## src/mau_pkg.sv

```systemverilog
`default_nettype none
package mau_pkg;
    localparam int unsigned W = 31;
    localparam logic [2:0] CMD_ADD = 3'd0;
    localparam logic [2:0] CMD_SUB = 3'd1;
    localparam logic [2:0] CMD_MUL = 3'd2;
    localparam logic [2:0] CMD_DIV = 3'd3;
    localparam logic [2:0] CMD_POW = 3'd4;

    typedef struct packed {
        logic [2:0]   command;
        logic [W-1:0] operand_a;
        logic [W-1:0] operand_b;
    } mau_in_t;

    typedef struct packed {
        logic [W-1:0] result;
        logic         status;
    } mau_out_t;

    typedef enum logic [3:0] {
        ST_IDLE,
        ST_DISPATCH,
        ST_MUL,
        ST_POW_STEP,
        ST_EUC_DIV,
        ST_EUC_UPD,
        ST_DIV_FIN,
        ST_DONE
    } mau_state_t;
endpackage
`default_nettype wire

```

## src/modular_arithmetic_unit.sv

```systemverilog
// every command first reduces its operands by restoring divides (power keeps the raw exponent);
// divide then runs euclid steps, each a restoring divide plus a shift-and-add modular multiply;
// power does one or two shift-and-add multiplies per exponent bit
// one item at a time: busy is high from accept until the result strobe
// the result strobe lasts one cycle and cannot be stalled by the receiver
// asynchronous active-low reset sets modulus to 2147483647 and returns to idle
`default_nettype none
module modular_arithmetic_unit
    import mau_pkg::*;
(
    input  wire logic         clk,
    input  wire logic         rst_n,
    input  wire logic         cfg_we,
    input  wire logic [W-1:0] cfg_data,
    input  wire logic         start,
    input  wire mau_in_t      in_data,
    output logic              busy,
    output logic              done,
    output mau_out_t          out_data
);
    localparam int unsigned CW = $clog2(W + 1);

    mau_state_t state_reg, state_next;
    logic [W-1:0] mod_reg;
    logic [W-1:0] m_reg;
    logic [2:0]   cmd_reg;
    logic [W-1:0] a_reg, b_reg, rawb_reg;
    // restoring divide datapath, shared by operand reduction and euclid
    logic [W:0]   rem_reg;
    logic [W-1:0] quo_reg;
    logic [W-1:0] dvd_reg;
    logic [CW-1:0] cnt_reg;
    // multiply operands and accumulator
    logic [W-1:0] mx_reg, my_reg, acc_reg;
    logic [1:0]   mret_reg;   // where multiply returns
    // euclid
    logic [W-1:0] r0_reg, r1_reg, t0_reg, t1_reg;
    logic [W-1:0] e_reg, pacc_reg;
    logic [1:0]   dret_reg;   // what divide is reducing
    logic [W-1:0] res_reg;
    logic         st_reg;
    logic         done_reg;

    localparam logic [1:0] RET_MUL = 2'd0, RET_PACC = 2'd1, RET_PBASE = 2'd2, RET_EUC = 2'd3;
    localparam logic [1:0] DV_A = 2'd0, DV_B = 2'd1, DV_EUC = 2'd2;

    function automatic logic [W-1:0] addm(input logic [W-1:0] x, input logic [W-1:0] y,
                                           input logic [W-1:0] m);
        logic [W:0] s;
        begin
            s = {1'b0, x} + {1'b0, y};
            addm = (s >= {1'b0, m}) ? W'(s - {1'b0, m}) : s[W-1:0];
        end
    endfunction

    function automatic logic [W-1:0] subm(input logic [W-1:0] x, input logic [W-1:0] y,
                                           input logic [W-1:0] m);
        begin
            subm = (x >= y) ? x - y : x + (m - y);
        end
    endfunction

    assign done = done_reg;
    assign out_data.result = res_reg;
    assign out_data.status = st_reg;

    always_comb
    begin
        state_next = state_reg;
        case (state_reg)
            ST_IDLE:
            begin
                if (start)
                    state_next = ST_EUC_DIV;
            end
            ST_EUC_DIV:
            begin
                if (cnt_reg == '0)
                begin
                    case (dret_reg)
                        DV_A:    state_next = ST_EUC_DIV;
                        DV_B:    state_next = ST_DISPATCH;
                        default: state_next = ST_MUL;
                    endcase
                end
            end
            ST_DISPATCH:
            begin
                case (cmd_reg)
                    CMD_MUL: state_next = ST_MUL;
                    CMD_DIV: state_next = ST_EUC_UPD;
                    CMD_POW: state_next = ST_POW_STEP;
                    default: state_next = ST_DONE;
                endcase
            end
            ST_EUC_UPD:
            begin
                if (r1_reg != '0)
                    state_next = ST_EUC_DIV;
                else
                    state_next = ST_DIV_FIN;
            end
            ST_DIV_FIN:
            begin
                if (r0_reg != W'(1))
                    state_next = ST_DONE;
                else
                    state_next = ST_MUL;
            end
            ST_POW_STEP:
            begin
                if (e_reg == '0)
                    state_next = ST_DONE;
                else
                    state_next = ST_MUL;
            end
            ST_MUL:
            begin
                if (my_reg == '0)
                begin
                    case (mret_reg)
                        RET_MUL:   state_next = ST_DONE;
                        RET_PACC:  state_next = ST_MUL;
                        RET_PBASE: state_next = ST_POW_STEP;
                        default:   state_next = ST_EUC_UPD;
                    endcase
                end
            end
            ST_DONE:     state_next = ST_IDLE;
            default:     state_next = ST_IDLE;
        endcase
    end

    always_comb
    begin
        busy = (state_reg != ST_IDLE);
    end

    // divide step: rem/quo shift in dividend bits msb first
    logic [W:0] rsh;
    always_comb
    begin
        rsh = {rem_reg[W-1:0], dvd_reg[W-1]};
    end

    always_ff @(posedge clk or negedge rst_n)
    begin
        if (!rst_n)
        begin
            state_reg <= ST_IDLE;
            mod_reg   <= W'(2147483647);
            done_reg  <= 1'b0;
            res_reg   <= '0;
            st_reg    <= 1'b0;
        end
        else
        begin
            state_reg <= state_next;
            done_reg <= 1'b0;
            if (cfg_we)
                mod_reg <= cfg_data;
            case (state_reg)
                ST_IDLE:
                begin
                    if (start)
                    begin
                        m_reg    <= (mod_reg == '0) ? W'(1) : mod_reg;
                        cmd_reg  <= in_data.command;
                        rawb_reg <= in_data.operand_b;
                        b_reg    <= in_data.operand_b;
                        dvd_reg  <= in_data.operand_a;
                        rem_reg  <= '0;
                        cnt_reg  <= CW'(W);
                        dret_reg <= DV_A;
                    end
                end
                ST_EUC_DIV:
                begin
                    // restoring divide of dvd by divisor
                    if (cnt_reg != '0)
                    begin
                        if (rsh >= {1'b0, (dret_reg == DV_EUC) ? r1_reg : m_reg})
                        begin
                            rem_reg <= rsh - {1'b0, (dret_reg == DV_EUC) ? r1_reg : m_reg};
                            quo_reg <= {quo_reg[W-2:0], 1'b1};
                        end
                        else
                        begin
                            rem_reg <= rsh;
                            quo_reg <= {quo_reg[W-2:0], 1'b0};
                        end
                        dvd_reg <= {dvd_reg[W-2:0], 1'b0};
                        cnt_reg <= cnt_reg - 1'b1;
                    end
                    else
                    begin
                        case (dret_reg)
                            DV_A:
                            begin
                                a_reg    <= rem_reg[W-1:0];
                                dvd_reg  <= b_reg;
                                rem_reg  <= '0;
                                cnt_reg  <= CW'(W);
                                dret_reg <= DV_B;
                            end
                            DV_B:
                            begin
                                b_reg <= rem_reg[W-1:0];
                            end
                            default:
                            begin
                                // q in quo, r2 in rem
                                // q <= r0/r1 <= m, so q mod m is one compare
                                mx_reg   <= (quo_reg >= m_reg) ? quo_reg - m_reg : quo_reg;
                                my_reg   <= t1_reg;
                                acc_reg  <= '0;
                                r0_reg   <= r1_reg;
                                r1_reg   <= rem_reg[W-1:0];
                                mret_reg <= RET_EUC;
                            end
                        endcase
                    end
                end
                ST_DISPATCH:
                begin
                    case (cmd_reg)
                        CMD_ADD:
                        begin
                            res_reg <= addm(a_reg, b_reg, m_reg);
                            st_reg  <= 1'b0;
                        end
                        CMD_SUB:
                        begin
                            res_reg <= subm(a_reg, b_reg, m_reg);
                            st_reg  <= 1'b0;
                        end
                        CMD_MUL:
                        begin
                            mx_reg <= a_reg;
                            my_reg <= b_reg;
                            acc_reg <= '0;
                            mret_reg <= RET_MUL;
                        end
                        CMD_DIV:
                        begin
                            r0_reg <= m_reg;
                            r1_reg <= b_reg;
                            t0_reg <= '0;
                            t1_reg <= (m_reg == W'(1)) ? '0 : W'(1);
                        end
                        CMD_POW:
                        begin
                            e_reg    <= rawb_reg;
                            pacc_reg <= (m_reg == W'(1)) ? '0 : W'(1);
                        end
                        default:
                        begin
                            res_reg <= '0;
                            st_reg  <= 1'b0;
                        end
                    endcase
                end
                ST_EUC_UPD:
                begin
                    // loop head of euclid
                    if (r1_reg != '0)
                    begin
                        dvd_reg  <= r0_reg;
                        rem_reg  <= '0;
                        cnt_reg  <= CW'(W);
                        dret_reg <= DV_EUC;
                    end
                end
                ST_DIV_FIN:
                begin
                    if (r0_reg != W'(1))
                    begin
                        res_reg <= '0;
                        st_reg  <= 1'b1;
                    end
                    else
                    begin
                        mx_reg  <= a_reg;
                        my_reg  <= t0_reg;
                        acc_reg <= '0;
                        mret_reg <= RET_MUL;
                    end
                end
                ST_POW_STEP:
                begin
                    if (e_reg == '0)
                    begin
                        res_reg <= pacc_reg;
                        st_reg  <= 1'b0;
                    end
                    else if (e_reg[0])
                    begin
                        mx_reg  <= pacc_reg;
                        my_reg  <= a_reg;
                        acc_reg <= '0;
                        mret_reg <= RET_PACC;
                    end
                    else
                    begin
                        mx_reg  <= a_reg;
                        my_reg  <= a_reg;
                        acc_reg <= '0;
                        mret_reg <= RET_PBASE;
                    end
                end
                ST_MUL:
                begin
                    // shift-and-add modular multiply, one multiplier bit a cycle
                    if (my_reg != '0)
                    begin
                        if (my_reg[0])
                            acc_reg <= addm(acc_reg, mx_reg, m_reg);
                        mx_reg <= addm(mx_reg, mx_reg, m_reg);
                        my_reg <= my_reg >> 1;
                    end
                    else
                    begin
                        case (mret_reg)
                            RET_MUL:
                            begin
                                res_reg <= acc_reg;
                                st_reg  <= 1'b0;
                            end
                            RET_PACC:
                            begin
                                pacc_reg <= acc_reg;
                                mx_reg   <= a_reg;
                                my_reg   <= a_reg;
                                acc_reg  <= '0;
                                mret_reg <= RET_PBASE;
                            end
                            RET_PBASE:
                            begin
                                a_reg <= acc_reg;
                                e_reg <= e_reg >> 1;
                            end
                            default:
                            begin
                                t0_reg <= t1_reg;
                                t1_reg <= subm(t0_reg, acc_reg, m_reg);
                            end
                        endcase
                    end
                end
                ST_DONE:
                begin
                    done_reg <= 1'b1;
                end
                default:
                begin
                end
            endcase
        end
    end
endmodule
`default_nettype wire

```

## config.mk

```make
export PLATFORM = sky130hd
export DESIGN_NAME = modular_arithmetic_unit
export DESIGN_NICKNAME = d
export VERILOG_FILES = /design/src/mau_pkg.sv /design/src/modular_arithmetic_unit.sv
export SDC_FILE = /design/constraint.sdc
export NUM_CORES = 2
export LEC_CHECK = 0
export ABC_CLOCK_PERIOD_IN_PS = 10900
export BUFFER_PORTS_ARGS = -buffer_cell sky130_fd_sc_hd__buf_2
export CORE_AREA = 2 2 433 392
export CTS_CLUSTER_DIAMETER = 80
export DETAILED_ROUTE_END_ITERATION = 8
export DIE_AREA = 0 0 435 394
export GPL_ROUTABILITY_DRIVEN = 0
export GPL_TIMING_DRIVEN = 0
export PLACE_DENSITY = 0.46
export SYNTH_ARGS = -nofsm -noshare
export SYNTH_HDL_FRONTEND = slang
export SYNTH_SLANG_ARGS = --single-unit
```

## constraint.sdc

```tcl
create_clock -name clk -period 10.9 [get_ports clk]
set_input_delay 2.18 -clock clk [delete_from_list [all_inputs] [get_ports clk]]
set_output_delay 2.18 -clock clk [all_outputs]
set_load 0.01 [all_outputs]
```

==> qor.csv <==
metric;value;unit
syn_avg_cell_area;9.126;µm²
die_w;435;µm
yosysWarnings;0;
cts_setup_buffers;0;
arrival;8300;ps
hold_class;reg -> reg;
holdPathStages;0;
clock_latency;710;ps
synthAdderAreaFrac;12.25;%
wire_per_inst;29.10;µm
first_pass_iters;8;
final.setup_skew;36.76;ps
synth_top_family_by_area;compound AO/OA/AOI/OAI gates;
dieArea;171400;µm²
final_hold_viol_count;0;
start_util;27.77;%
grt_max_degree;63;
netlist_instances;5097;
cts_tree;built;
violations;max-capacitance violations, max-slew violations;
ys_types;95;
synth-xor-area-share;5.442;%
num_rows;143;
reg2reg_slack;3140;ps
p_total;13.90;mW
whs;477.2;ps
fin_crit_sh;71.20;%
hold_start;quo_reg[4];
r2r_cells;21;
final.setup.tns;0;ps
rsz0062_at_grt;no;
placed_area;50280;µm²
ant_nets;0;
layout_common_cells;edfxtp_1 (508), nand2_1 (447), a21oi_1 (442);
grt_pass1_wl;303.6;mm
first_global_vias;39254;
synth.top_cell.area_share;32.80;%
max_freq;128.9;MHz
path_clk_slew;60;ps
path_max_fanout;10;
grt-ovfl-total;0;
synth_seq_cells;575;
setup_viol;0;
rr_endpoint;res_reg[19];
worst_setup_path_end_kind;register;
avgViaCountPerCell;5.605;
yosysTopAreaCell;edfxtp_1;
worstMarginPinSlew;1554;ps
synthesis.nets;5611;
areaGrowthSynthToFinish;12.80;%
htreeDepth;3;
first_iter_violations;5954;
final_common_cell;edfxtp_1;
clkSinkCount;575;
synth_flop_cell;edfxtp_1;
fin_area;52470;µm²
cap_violations;1;
post-route-util;31.33;%
io_pins;134;
synth_edf_count;508;
detailroute.via_count;42710;
crit_type;reg -> reg;
io_buffers;133;
dieHeight;394;µm
synthSimpleGateAreaFrac;13.81;%
ir_worst_vdd;0.0001546;V
hpwl;173.6;mm
power_leakage;21.22;nW
synth-async-reset-ratio;11.65;%
cts-resized-gates;0;
maxSlewViolCount;10;
powerDensity;264.9;nW/µm²
cp.required;11440;ps
critPathLaunchType;register;
ys_seq_area_share;36.48;%
hold_end;quo_reg[5];
n_fill_cell;17747;
cts_hold_buf;0;
grtUsageTotal;24.89;%
yosys-top-cells-area;edfxtp_1 (33%), ha_1 (9.3%), a21oi_1 (4.8%);
numCtsBuffers;70;
relSlewSlack;-3.687;%
clockBufferDepth;3;
nNetsFinal;5827;
worstReg2RegStart;b_reg[1];
muxShareOfSynthArea;5.447;%
drive_above_1_share;8.515;%
drc;0;
grt_antenna_before_repair;26;
cts-root-buf;clkbuf_16;
syn-cell-area;46510;µm²
min_period;7761;ps
synth-compound-area-share;21.18;%
outcome;finished, violations left;
core-area;167500;µm²
finalWirelength;221.7;mm
==> critical path, cell delays in order, from the launching register on <==
cell,delay [ps]
edfxtp_1,730
inv_1,400
fa_1,540
o21ba_2,240
or4_1,400
o211ai_1,250
a311o_1,450
a311oi_1,250
o21a_1,240
o311ai_1,1060
ha_1,490
nand2_1,120
o21bai_1,90
a21oi_1,240
o211ai_1,120
or3_1,430
a21oi_1,390
buf_2,360
buf_2,340
nor2_1,80
a21oi_1,260
o21ai_0,120
==> power by group <==
group / switching, mW / leakage (nW) / total [mW] / internal [mW]
combinational: 5.11 / 14.7 / 8.04 / 2.93
sequential: 0.550 / 5.46 / 3.55 / 3.00
clock: 1.06 / 1.03 / 2.32 / 1.26
==> cell usage after synthesis, types with 60 or more instances <==
master,count
ha_1,345
nand2_1,447
mux2i_1,162
edfxtp_1,508
nor2_1,407
mux2_2,81
a21oi_1,443
o21a_1,73
nor3_1,78
clkbuf_1,182
xnor2_1,197
o21ai_0,392
a21o_1,162
xor2_1,92
fa_1,69
nand3_1,80
nor4_1,60
inv_1,396
==> metrics by stage <==
stage | std cells | setup WS (ps)
after global routing | 7615 | 3121
after CTS | 7613 | 3505
final | 7620 | 3139
after floorplan | 5097 | 5729
after global placement | 7477 | 3371
after detailed placement | 7487 | 3568
==> final cells by class <==
class | count | area, µm² | share of cell area [%]
sequential | 575 | 16970 | 32.34
clock buffer | 92 | 1854 | 3.534
tap | 2247 | 2811 | 5.358
buffer | 244 | 1011 | 1.927
multi-input combinational | 3879 | 27090 | 51.63
clock inverter | 34 | 294.0 | 0.5604
timing repair buffer | 144 | 924.6 | 1.762
antenna | 6 | 15.01 | 0.02862
inverter | 399 | 1498 | 2.854
==> layer usage <==
layer	vias up	track usage (%)	wire, µm
met5	-	0	69
met4	10	10.55	10670
met3	368	7.266	25770
met2	2330	34.74	88900
met1	20944	35.36	96310
li1	19058	-	-
==> cells by family after synthesis <==
logic type,count (synthesis)
AOI/OAI and AO/OA,1551
xor gates and xnor gates,289
adders and majority gates,414
buffers and inverters,643
DFF,575
muxes,243
and+or+nand+nor,1382
==> worst max path at each step <==
stage	start	end	slack [ps]	cells past startpoint
floorplan	mx_reg[0]	acc_reg[29]	5730	21
global placement	rst_n	rem_reg[17]	3370	3
detailed placement	b_reg[1]	res_reg[20]	3570	21
CTS	b_reg[1]	res_reg[20]	3510	21
global route	b_reg[1]	res_reg[20]	3120	21
finish	b_reg[1]	res_reg[19]	3140	21
(Power assumes the default switching activity.)
